[src/ftl_pkg.sv]
`timescale 1ns / 1ps

package ftl_pkg;

  localparam int NUM_POINTS = 5;
  localparam int COORD_BITS = 10;
  localparam int NUM_COORDS = 2 * NUM_POINTS;
  localparam int SQ_BITS    = 2 * COORD_BITS;
  localparam int CNT_BITS   = 6;
  localparam int PCNT_BITS  = 3;
  localparam int START_BITS = 4;
  localparam int CFG_BITS   = 10;
  localparam int CFG_IDX_BITS = 2;

  // register reset values and the counter ceiling
  localparam logic [COORD_BITS-1:0] LIMIT_RESET = COORD_BITS'(100);
  localparam logic [START_BITS-1:0] START_RESET = START_BITS'(3);
  localparam logic [CNT_BITS-1:0]   MAX_RESET   = CNT_BITS'(20);
  localparam logic [CNT_BITS-1:0]   CNT_CEIL    = '1;

  typedef enum logic [CFG_IDX_BITS-1:0] {
    CFG_ENABLE = 2'd0,
    CFG_LIMIT  = 2'd1,
    CFG_START  = 2'd2,
    CFG_MAX    = 2'd3
  } cfg_idx_t;

  typedef logic [NUM_COORDS-1:0][COORD_BITS-1:0] coord_arr_t;

  typedef struct packed {
    logic [PCNT_BITS-1:0]  point_count;
    logic [COORD_BITS-1:0] p0_x;
    logic [COORD_BITS-1:0] p0_y;
    logic [COORD_BITS-1:0] p1_x;
    logic [COORD_BITS-1:0] p1_y;
    logic [COORD_BITS-1:0] p2_x;
    logic [COORD_BITS-1:0] p2_y;
    logic [COORD_BITS-1:0] p3_x;
    logic [COORD_BITS-1:0] p3_y;
    logic [COORD_BITS-1:0] p4_x;
    logic [COORD_BITS-1:0] p4_y;
  } frame_t;

  typedef struct packed {
    logic                  locked;
    logic [CNT_BITS-1:0]   frame_score;
    logic [COORD_BITS-1:0] h0_x;
    logic [COORD_BITS-1:0] h0_y;
    logic [COORD_BITS-1:0] h1_x;
    logic [COORD_BITS-1:0] h1_y;
    logic [COORD_BITS-1:0] h2_x;
    logic [COORD_BITS-1:0] h2_y;
    logic [COORD_BITS-1:0] h3_x;
    logic [COORD_BITS-1:0] h3_y;
    logic [COORD_BITS-1:0] h4_x;
    logic [COORD_BITS-1:0] h4_y;
  } result_t;

  function automatic coord_arr_t frame_coords(frame_t f);
    coord_arr_t c;
    c[0] = f.p0_x;
    c[1] = f.p0_y;
    c[2] = f.p1_x;
    c[3] = f.p1_y;
    c[4] = f.p2_x;
    c[5] = f.p2_y;
    c[6] = f.p3_x;
    c[7] = f.p3_y;
    c[8] = f.p4_x;
    c[9] = f.p4_y;
    return c;
  endfunction

  function automatic result_t make_result(logic lck, logic [CNT_BITS-1:0] cnt,
                                          coord_arr_t c);
    result_t r;
    r.locked      = lck;
    r.frame_score = cnt;
    r.h0_x = c[0];
    r.h0_y = c[1];
    r.h1_x = c[2];
    r.h1_y = c[3];
    r.h2_x = c[4];
    r.h2_y = c[5];
    r.h3_x = c[6];
    r.h3_y = c[7];
    r.h4_x = c[8];
    r.h4_y = c[9];
    return r;
  endfunction

endpackage

[src/ftl_if.sv]
`timescale 1ns / 1ps

interface ftl_in_if;
  logic            valid;
  logic            ready;
  ftl_pkg::frame_t data;

  modport source (output valid, output data, input ready);
  modport sink   (input valid, input data, output ready);
endinterface

interface ftl_out_if;
  logic             valid;
  logic             ready;
  ftl_pkg::result_t data;

  modport source (output valid, output data, input ready);
  modport sink   (input valid, input data, output ready);
endinterface

[src/ftl_dist_check.sv]
`timescale 1ns / 1ps

module ftl_dist_check (
  input  ftl_pkg::coord_arr_t              new_pts,
  input  ftl_pkg::coord_arr_t              held_pts,
  input  logic [ftl_pkg::SQ_BITS-1:0]      lim2,
  output logic                             close
);

  logic [ftl_pkg::NUM_POINTS-1:0] far;

  // one lane per point: squared distance against the squared limit
  always_comb begin
    logic [ftl_pkg::COORD_BITS-1:0] dx;
    logic [ftl_pkg::COORD_BITS-1:0] dy;
    logic [ftl_pkg::SQ_BITS:0]      d2;
    for (int i = 0; i < ftl_pkg::NUM_POINTS; i++) begin
      dx = (new_pts[2*i] > held_pts[2*i]) ? new_pts[2*i] - held_pts[2*i]
                                          : held_pts[2*i] - new_pts[2*i];
      dy = (new_pts[2*i+1] > held_pts[2*i+1]) ? new_pts[2*i+1] - held_pts[2*i+1]
                                              : held_pts[2*i+1] - new_pts[2*i+1];
      d2 = {1'b0, ftl_pkg::SQ_BITS'(dx * dx)} + {1'b0, ftl_pkg::SQ_BITS'(dy * dy)};
      far[i] = d2 > {1'b0, lim2};
    end
  end

  assign close = ~|far;

endmodule

[src/fingertip_track_lock_top.sv]
`timescale 1ns / 1ps

// channel   | dir | handshake            | payload
// ----------+-----+----------------------+----------------------------------------
// in_frame  | in  | valid/ready          | point_count, p0_x .. p4_y
// out_lock  | out | valid/ready          | locked, frame_score, h0_x .. h4_y
// cfg       | in  | cfg_we, no wait      | cfg_idx, cfg_wdata
//
// one transaction per cycle sustained while out_lock is ready; each transaction passes through
// the input register, then the distance check and counter update into the result register
// rst_n is synchronous active low and clears valids, lock state, counter, held points
// and the configuration registers to their defaults
// a stalled result register holds the next transaction in the input register; the
// tracker state only advances when a transaction moves into the result register

module fingertip_track_lock_top (
  input  logic                                clk,
  input  logic                                rst_n,
  ftl_in_if.sink                              in_frame,
  ftl_out_if.source                           out_lock,
  input  logic                                cfg_we,
  input  logic [ftl_pkg::CFG_IDX_BITS-1:0]    cfg_idx,
  input  logic [ftl_pkg::CFG_BITS-1:0]        cfg_wdata
);

  // configuration registers; the limit is kept already squared
  logic                              enable_r;
  logic [ftl_pkg::SQ_BITS-1:0]       lim2_r;
  logic [ftl_pkg::START_BITS-1:0]    start_r;
  logic [ftl_pkg::CNT_BITS-1:0]      max_r;

  // input register
  logic                              s1_valid_r;
  ftl_pkg::frame_t                   s1_data_r;

  // tracker state
  logic                              lock_r, lock_nxt;
  logic [ftl_pkg::CNT_BITS-1:0]      cnt_r, cnt_nxt;
  ftl_pkg::coord_arr_t               held_r, held_nxt;

  // result register
  logic                              out_valid_r;
  ftl_pkg::result_t                  out_data_r;

  logic                              s1_adv;
  logic                              full;
  logic                              close;
  ftl_pkg::coord_arr_t               pts;
  logic [ftl_pkg::CNT_BITS:0]        cnt_inc1;
  logic [ftl_pkg::CNT_BITS:0]        cnt_inc2;
  logic [ftl_pkg::CNT_BITS-1:0]      cnt_dec;

  // config writes
  always_ff @(posedge clk) begin
    if (!rst_n) begin
      enable_r <= 1'b0;
      lim2_r   <= ftl_pkg::SQ_BITS'(ftl_pkg::LIMIT_RESET * ftl_pkg::LIMIT_RESET);
      start_r  <= ftl_pkg::START_RESET;
      max_r    <= ftl_pkg::MAX_RESET;
    end else if (cfg_we) begin
      case (ftl_pkg::cfg_idx_t'(cfg_idx))
        ftl_pkg::CFG_ENABLE: enable_r <= cfg_wdata[0];
        ftl_pkg::CFG_LIMIT: begin
          lim2_r <= ftl_pkg::SQ_BITS'(cfg_wdata[ftl_pkg::COORD_BITS-1:0] *
                                      cfg_wdata[ftl_pkg::COORD_BITS-1:0]);
        end
        ftl_pkg::CFG_START: start_r <= cfg_wdata[ftl_pkg::START_BITS-1:0];
        ftl_pkg::CFG_MAX:   max_r   <= cfg_wdata[ftl_pkg::CNT_BITS-1:0];
        default: ;
      endcase
    end
  end

  // handshake: the input register moves on when the result register is free
  assign s1_adv         = s1_valid_r && (!out_valid_r || out_lock.ready);
  assign in_frame.ready = !s1_valid_r || s1_adv;
  assign out_lock.valid = out_valid_r;
  assign out_lock.data  = out_data_r;

  always_ff @(posedge clk) begin
    if (!rst_n) begin
      s1_valid_r <= 1'b0;
    end else if (in_frame.ready) begin
      s1_valid_r <= in_frame.valid;
    end
  end

  always_ff @(posedge clk) begin
    if (in_frame.ready && in_frame.valid) begin
      s1_data_r <= in_frame.data;
    end
  end

  assign pts  = ftl_pkg::frame_coords(s1_data_r);
  assign full = s1_data_r.point_count == ftl_pkg::PCNT_BITS'(ftl_pkg::NUM_POINTS);

  ftl_dist_check u_dist (
    .new_pts  (pts),
    .held_pts (held_r),
    .lim2     (lim2_r),
    .close    (close)
  );

  assign cnt_inc1 = {1'b0, cnt_r} + (ftl_pkg::CNT_BITS+1)'(1);
  assign cnt_inc2 = {1'b0, cnt_r} + (ftl_pkg::CNT_BITS+1)'(2);
  // a bad frame at zero stays at zero
  assign cnt_dec  = (cnt_r != '0) ? cnt_r - ftl_pkg::CNT_BITS'(1) : cnt_r;

  // tracker update for the frame in the input register
  always_comb begin
    lock_nxt = lock_r;
    cnt_nxt  = cnt_r;
    held_nxt = held_r;
    if (enable_r) begin
      if (lock_r) begin
        if (full && close) begin
          held_nxt = pts;
          if (cnt_r < max_r) begin
            // saturate at the top of the counter range
            cnt_nxt = cnt_inc2[ftl_pkg::CNT_BITS] ? ftl_pkg::CNT_CEIL
                                                  : cnt_inc2[ftl_pkg::CNT_BITS-1:0];
          end
        end else begin
          cnt_nxt  = cnt_dec;
          lock_nxt = cnt_dec != '0;
        end
      end else if (!full) begin
        cnt_nxt = '0;
      end else if (cnt_r == '0) begin
        // first frame of an acquisition seeds the held set
        held_nxt = pts;
        cnt_nxt  = ftl_pkg::CNT_BITS'(1);
      end else if (close) begin
        held_nxt = pts;
        if (cnt_inc1 >= (ftl_pkg::CNT_BITS+1)'(start_r)) begin
          lock_nxt = 1'b1;
          cnt_nxt  = max_r;
        end else begin
          cnt_nxt = cnt_inc1[ftl_pkg::CNT_BITS-1:0];
        end
      end else begin
        cnt_nxt = '0;
      end
    end
  end

  always_ff @(posedge clk) begin
    if (!rst_n) begin
      lock_r <= 1'b0;
      cnt_r  <= '0;
      held_r <= '0;
    end else if (s1_adv) begin
      lock_r <= lock_nxt;
      cnt_r  <= cnt_nxt;
      held_r <= held_nxt;
    end
  end

  always_ff @(posedge clk) begin
    if (!rst_n) begin
      out_valid_r <= 1'b0;
    end else if (s1_adv) begin
      out_valid_r <= 1'b1;
    end else if (out_lock.ready) begin
      out_valid_r <= 1'b0;
    end
  end

  always_ff @(posedge clk) begin
    if (s1_adv) begin
      out_data_r <= ftl_pkg::make_result(lock_nxt, cnt_nxt, held_nxt);
    end
  end

endmodule
[src/flat_wrapper.sv]
// flat-port wrapper written by rule: the top's interface ports become plain ports
module fingertip_track_lock_top_flat 
  (clk, rst_n, cfg_we, cfg_idx, cfg_wdata, in_frame_valid, in_frame_data, in_frame_ready, out_lock_valid, out_lock_data, out_lock_ready);
  ftl_in_if in_frame_i ();
  ftl_out_if out_lock_i ();
  input  logic clk;
  input  logic rst_n;
  input  logic cfg_we;
  input  logic [ftl_pkg::CFG_IDX_BITS-1:0] cfg_idx;
  input  logic [ftl_pkg::CFG_BITS-1:0] cfg_wdata;
  input wire logic [$bits(in_frame_i.valid)-1:0] in_frame_valid;
  input wire logic [$bits(in_frame_i.data)-1:0] in_frame_data;
  output wire logic [$bits(in_frame_i.ready)-1:0] in_frame_ready;
  output wire logic [$bits(out_lock_i.valid)-1:0] out_lock_valid;
  output wire logic [$bits(out_lock_i.data)-1:0] out_lock_data;
  input wire logic [$bits(out_lock_i.ready)-1:0] out_lock_ready;
  assign in_frame_i.valid = in_frame_valid;
  assign in_frame_i.data = in_frame_data;
  assign in_frame_ready = in_frame_i.ready;
  assign out_lock_valid = out_lock_i.valid;
  assign out_lock_data = out_lock_i.data;
  assign out_lock_i.ready = out_lock_ready;
  fingertip_track_lock_top u_core (.clk(clk), .rst_n(rst_n), .in_frame(in_frame_i), .out_lock(out_lock_i), .cfg_we(cfg_we), .cfg_idx(cfg_idx), .cfg_wdata(cfg_wdata));
endmodule
[config.mk]
export PLATFORM = sky130hd
export DESIGN_NAME = fingertip_track_lock_top_flat
export DESIGN_NICKNAME = d
export VERILOG_FILES = /design/src/ftl_pkg.sv /design/src/ftl_if.sv /design/src/ftl_dist_check.sv /design/src/fingertip_track_lock_top.sv /design/src/flat_wrapper.sv
export SDC_FILE = /design/constraint.sdc
export NUM_CORES = 2
export LEC_CHECK = 0
export ABC_CLOCK_PERIOD_IN_PS = 17300
export BUFFER_PORTS_ARGS = -buffer_cell sky130_fd_sc_hd__buf_2
export CORE_UTILIZATION = 39
export DETAILED_ROUTE_END_ITERATION = 12
export GPL_ROUTABILITY_DRIVEN = 0
export PLACE_DENSITY = 0.58
export SLEW_MARGIN = 20
export SYNTH_ARGS = -nofsm -noshare
export SYNTH_HDL_FRONTEND = slang
export SYNTH_SLANG_ARGS = --single-unit
[constraint.sdc]
create_clock -name clk -period 17.3 [get_ports clk]
set_clock_uncertainty 0.15 [all_clocks]
set_input_delay 3.46 -clock clk [delete_from_list [all_inputs] [get_ports clk]]
set_output_delay 3.46 -clock clk [all_outputs]
set_load 0.005 [all_outputs]
==> Yosys cells after proc, flatten, opt, wreduce, memory -nomap -nowiden <==
Index checks and enable logic that the tools add are counted.
{ "totals": {"in_bits": 120, "register_bits": 350, "wordCells": 154, "out_inout_bits": 109} }
{ "op_classes": {"multipliers": 11, "magnitude_cmp": 17, "mux": 35, "reduce_logical": 18, "n_eq_ne": 4, "add_sub_neg": 28} }
{ "op_table": {"columns": ["operator", "count"], "rows": [
  ["two-way mux 100 bit", 6],
  ["multiplier 10 x 10 -> 20 bit", 11],
  ["subtractor 10 bit", 20],
  ["adder 20 x 20 -> 21 bit", 5],
  ["greater-than comparator 21 x 20 -> 1 bit", 5],
  ["greater-than comparator 10 bit", 10],
  ["two-way mux 10 bit", 10],
  ["two-way mux 6 bit", 10],
  ["nonzero test 6 bit", 2],
  ["two-way mux 1 bit", 9],
  ["AND reduction 2 bit", 4],
  ["adder 6 x 1 -> 7 bit, second input constant", 1],
  ["adder 6 x 2 -> 7 bit, second input constant", 1],
  [">= comparator 7 x 4 -> 1 bit", 1],
  ["logical NOT 6 bit", 1],
  ["less-than comparator 6 bit", 1],
  ["subtractor 6 x 1 -> 6 bit, second input constant", 1],
  ["OR reduction 5 bit", 1],
  ["equality test 2 bit, second input constant", 2],
  ["equality test 3 bit, second input constant", 1],
  ["logical AND 1 bit", 3],
  ["logical NOT 1 bit", 3],
  ["equality test 2 x 1 -> 1 bit, second input constant", 1],
  ["logical NOT 2 bit", 1],
  ["2 further kinds", 3]
]} }

==> Logic depth before layout (Yosys ltp) <==
{ "depth": {"ltp_word": 11, "ltp_mapped": 55, "depth_no_buf": 50} }

==> Cells and area by module <==
From an unflattened synthesis, not the netlist that was laid out.
{ "unflattened": {"hier_cells": 5833, "area_unflattened_um2": 55528.3} }
{ "modules_own_cells": {"columns": ["mod", "cells_each", "area_each_um2", "seq_area_each_um2", "instances"], "rows": [
  ["ftl_dist_check", 4439, 38431.9, 0.0, 1],
  ["fingertip_track_lock_top", 1394, 17096.4, 9088.7, 1]
]} }

==> Worst setup path before layout <==
OpenSTA, ideal clock, no wires.
{ "synth_timing": {"path_kind": "register to register", "start": "register u_core.s1_data_r (netlist bit u_core.pts[80])", "end": "register u_core.held_r[88] (netlist name)", "synth_period_minus_slack_ps": 11647, "n_path_buf": 4, "arrival_time_ps": 11368, "required_time_ps": 17020, "path_stages_with_launch": 50, "setup_slack_ps": 5653, "setup_ps": 130, "path_cell_list": "edfxtp_1 -> inv_1 -> ha_1 -> inv_1 -> fa_1 -> a21oi_1 -> o21ai_0 -> a21oi_1 -> a21oi_1 -> a41oi_2 -> mux2_2 -> or2_2 -> a21boi_0 -> o21ai_0 -> xnor2_1 -> nor2_1 -> fa_1 -> fa_1 -> [... 14 more ...] -> a21oi_1 -> xor2_1 -> ha_1 -> nand3_1 -> nor3_1 -> a21oi_1 -> a2111oi_2 -> o2111ai_1 -> nor3_1 -> and4_1 -> and4_1 -> buf_4 -> o211ai_2 -> buf_4 -> buf_6 -> buf_4 -> nand3_1 -> o31ai_1"} }
{ "synth_between": {"elab_chain_len": 11, "elab_cells_between_ends": 16, "cone_classes": "add/sub (3); mul (1); order compare (2); mux (7); reduce/logical (3)"} }
{ "synth_lines": {"columns": ["item", "line_no", "rtl"], "rows": [
  ["start: declaration", "fingertip_track_lock_top.sv:34", "ftl_pkg::frame_t s1_data_r;"],
  ["start signal: assignment", "fingertip_track_lock_top.sv:90", "s1_data_r <= in_frame.data;"],
  ["subtractor 10 bit (tied with other cells)", "ftl_dist_check.sv:19", ": held_pts[2*i] - new_pts[2*i];"],
  ["two-way mux 10 bit (*)", "ftl_dist_check.sv:18", "dx = (new_pts[2*i] > held_pts[2*i]) ? new_pts[2*i] - held_pts[2*i]"],
  ["multiplier 10 x 10 -> 20 bit (*)", "ftl_dist_check.sv:22", "d2 = {1'b0, ftl_pkg::SQ_BITS'(dx * dx)} + {1'b0, ftl_pkg::SQ_BITS'(dy * dy)};"],
  ["adder 20 x 20 -> 21 bit (*)", "ftl_dist_check.sv:22", null],
  ["greater-than comparator 21 x 20 -> 1 bit (*)", "ftl_dist_check.sv:23", "far[i] = d2 > {1'b0, lim2};"],
  ["OR reduction 5 bit (*)", "ftl_dist_check.sv:27", "assign close = ~|far;"],
  ["two-way mux 100 bit or logical NOT 1 bit (tied branches)", "fingertip_track_lock_top.sv:133, ftl_dist_check.sv:27", null],
  ["two-way mux 100 bit or logical AND 1 bit (tied branches)", "fingertip_track_lock_top.sv:129, fingertip_track_lock_top.sv:116", null],
  ["two-way mux 100 bit (on tied branches)", "fingertip_track_lock_top.sv:127, fingertip_track_lock_top.sv:116", null],
  ["two-way mux 100 bit (*)", "fingertip_track_lock_top.sv:115", "if (lock_r) begin"],
  ["two-way mux 100 bit (*)", "fingertip_track_lock_top.sv:114", "if (enable_r) begin"],
  ["end signal: assignment", "fingertip_track_lock_top.sv:155", "held_r <= held_nxt;"],
  ["end: declaration", "fingertip_track_lock_top.sv:39", "ftl_pkg::coord_arr_t held_r, held_nxt;"]
]} }
Mark *: on every way between the ends. The rest lies on a longest branch, timed or not.
A chain may end at the register's enable or synchronous reset.

==> results.sh <==
export IMPL_status="finished, final reports clean"
export IMPL_cap_viol_max_count=0
export IMPL_wl_mm=134
export IMPL_worst_pin_slew_ns=1.10
export IMPL_wl_per_cell_um=16.8
export IMPL_busiest_layer="met2"
export IMPL_coreArea_sq_um=138000
export IMPL_cts_tree="done"
export IMPL_final_max_slew_viol_count=0
export IMPL_synth_top_cells_by_count="inv_1, ha_1, fa_1"
export IMPL_synth_warnings=0
export IMPL_crit_arrival_ns=13.99
export IMPL_startpoint="u_core.pts[80]"
export IMPL_area_growth_synth_to_final_pct=8.62
export IMPL_clock_insertion_delay_worst_skew_ns=0.65
export IMPL_antenna_found_initial=11
export IMPL_crit_path_max_incr_delay_ns=0.76
export IMPL_hold_viol=0
export IMPL_clkTransAtPathRegs_ns=0.06
export IMPL_grtUsageTotal_pct=19.4
export IMPL_reg2reg_slack_ns=3.53
export IMPL_die_w_um=376
export IMPL_fin_ws_ns=3.53
export IMPL_final_core_util_pct=42.9
export IMPL_criticalPathCategory="reg -> reg"
export IMPL_cts_htree_levels=2
export IMPL_worst_setup_path_start_kind="register"
export IMPL_fin_cells=7970
export IMPL_grt_max_degree=149
export IMPL_grt_first_pass_wirelength_mm=221
export IMPL_yosysTopAreaCell="fa_1"
export IMPL_finalCritPeriodShare_pct=79.6
export IMPL_rr_endpoint="u_core.out_lock.data[90]"
export IMPL_cp_endpoint="u_core.out_lock.data[90]"
export IMPL_clockRootBuffer="clkbuf_16"
export IMPL_setup_viol=0
export IMPL_dp_hpwl_mm=109
export IMPL_port_buffer_count=228
export IMPL_ctsResizeCount=0
export IMPL_syn_area_sq_um=54500
export IMPL_ioPinCount=229
export IMPL_fin_tns_setup_ns=0
export IMPL_cts_buffers=47
export IMPL_grt_pass1_vias=41800
export IMPL_dp_cells=7880
export IMPL_via_count=39900
export IMPL_postCtsSetupBuffers=0
export IMPL_yosys_area_top_type_share_pct=26.4
export IMPL_synth_area_top_cells="fa_1, ha_1, edfxtp_1"
export IMPL_fmax_ghz=0.0726
export IMPL_ys_ff_latch=349
export IMPL_synth_yosys_seq_area_share_pct=16.7
export IMPL_synth_async_sr_flop_share_pct=0
export IMPL_reg2reg_from="u_core.pts[80]"
export IMPL_relSlewSlack_pct=26.3
export IMPL_rows=136
export IMPL_period_needed_ns=13.77
export IMPL_end_kind="register"
export IMPL_met2_usage_pct=32.9
export IMPL_cts_sinks=349
export IMPL_grtUsageMet1_pct=26.6
export IMPL_cts_hold_fix_buffers=0
export IMPL_cp_max_fo=66
export IMPL_first_pass_iters=5
export IMPL_yosysMostFrequentCell="inv_1"
export IMPL_overflow=0
export IMPL_drive_gt1_share_pct=8.71
export IMPL_avgSynthCellArea_sq_um=9.22
export IMPL_synth_main_ff_cell="edfxtp_1"
export IMPL_critical_path_slowest_cell="a41oi_2"
export IMPL_die_area_sq_um=141000
export IMPL_cpMostUsedCell="fa_1"
export IMPL_use_met3_pct=2.19
export IMPL_syn_inst=5907
export IMPL_reg2regPathDepth=45
export IMPL_layout_nets=7674
export IMPL_rsz0062_at_grt="no"
export IMPL_initial_core_util_pct=39.5
export IMPL_dpl_worst_slack_ns=3.59
export IMPL_hp_class="reg -> reg"
export IMPL_synth_edff_count=210
export IMPL_via_per_inst=5.01
export IMPL_drc_errors=0
export IMPL_die_y_um=376
export IMPL_clockBufferDepth=3
export IMPL_required_ns=17.51
export IMPL_synth_distinct_cells=98
export IMPL_ant_nets=0
export IMPL_drtIter0Drc=2026
export IMPL_synth_nets=7514
[registers in the layout, summed over array words and instances (netlist names), 3 cells and up]
register              flops
u_core.out_lock.data    107
u_core.pts              100
u_core.held_r           100
u_core.max_r              6
u_core.lim2_r            19
u_core.cnt_r              6
u_core.start_r            4
u_core.s1_data_r          3
[how the worst min path moves through the flow]
stage,from,to,slack (ns),cells past startpoint
2_1_floorplan,u_core.lim2_r[2],u_core.lim2_r[2],0.29,2
3_3_place_gp,u_core.lim2_r[2],u_core.lim2_r[2],0.30,2
3_5_place_dp,u_core.lim2_r[2],u_core.lim2_r[2],0.31,2
4_1_cts,u_core.lim2_r[2],u_core.lim2_r[2],0.31,2
5_1_grt,u_core.lim2_r[3],u_core.lim2_r[3],0.33,2
6_report,u_core.lim2_r[2],u_core.lim2_r[2],0.32,2
[layer usage]
layer	vias up	part of all wire [%]
li1	19500	-
met1	19700	46
met2	622	48
met3	119	4.0
met4	10	1.6
met5	-	0.043
[placed cells by master, fill, tap and decap left out, drive strengths merged, types with 77 or more instances in the layout]
cell	instances
o21ai	228
inv	1269
nand3	166
nand2b	96
nor2	421
or2	90
a21o	98
xnor2	161
a21oi	204
fa	719
o31ai	104
nand2	313
nor3	77
ha	768
mux2i	81
edfxtp	210
dfxtp	139
buf	282
[cell type report]
type                            count  area, sq um
Fill cell                       13700        78800
Sequential cell                   349         9090
Inverter                         1264         4750
Multi-Input combinational cell   4123        39900
Antenna cell                        1         2.50
Timing Repair Buffer              282         1570
Clock buffer                       57         1240
Tap cell                         1863         2330
Clock inverter                     31          294
[through the flow]
| stage | hold WS [ns] | instance area (sq um) |
|---|---|---|
| after floorplan | 0.291 | 54500 |
| after global placement | 0.299 | 57600 |
| after detailed placement | 0.309 | 57600 |
| after CTS | 0.315 | 59100 |
| after global routing | 0.335 | 59200 |
| final | 0.318 | 59200 |
[cells by family (layout without fill, tap and decap cells)]
kind of cell    Yosys count  in the layout  synth area share [%]
simple gates           1389           1389                  12.2
other cells               0              1                     0
flops                   349            349                  16.7
buf+inv                1435           1634                  10.2
mux                     127            127                  2.45
compound gates          898            898                  10.8
fa+ha+maj              1487           1487                  44.1
xor+xnor                222            222                  3.66
[worst max-delay path: cells and delay by family (launching register included)]
family,cells,cell delay [ns]
flip-flops,1,0.39
adder cells (fa/ha/maj),11,4.73
buffers and inverters,5,0.62
multiplexers,1,0.44
AND/OR/NAND/NOR,8,2.14
AO/OA/AOI/OAI,18,4.28
XOR/XNOR,2,0.69
Power is left out: the tool's default activity adds up to more than one toggle a clock period on the data nets, which glitch-free logic cannot reach.
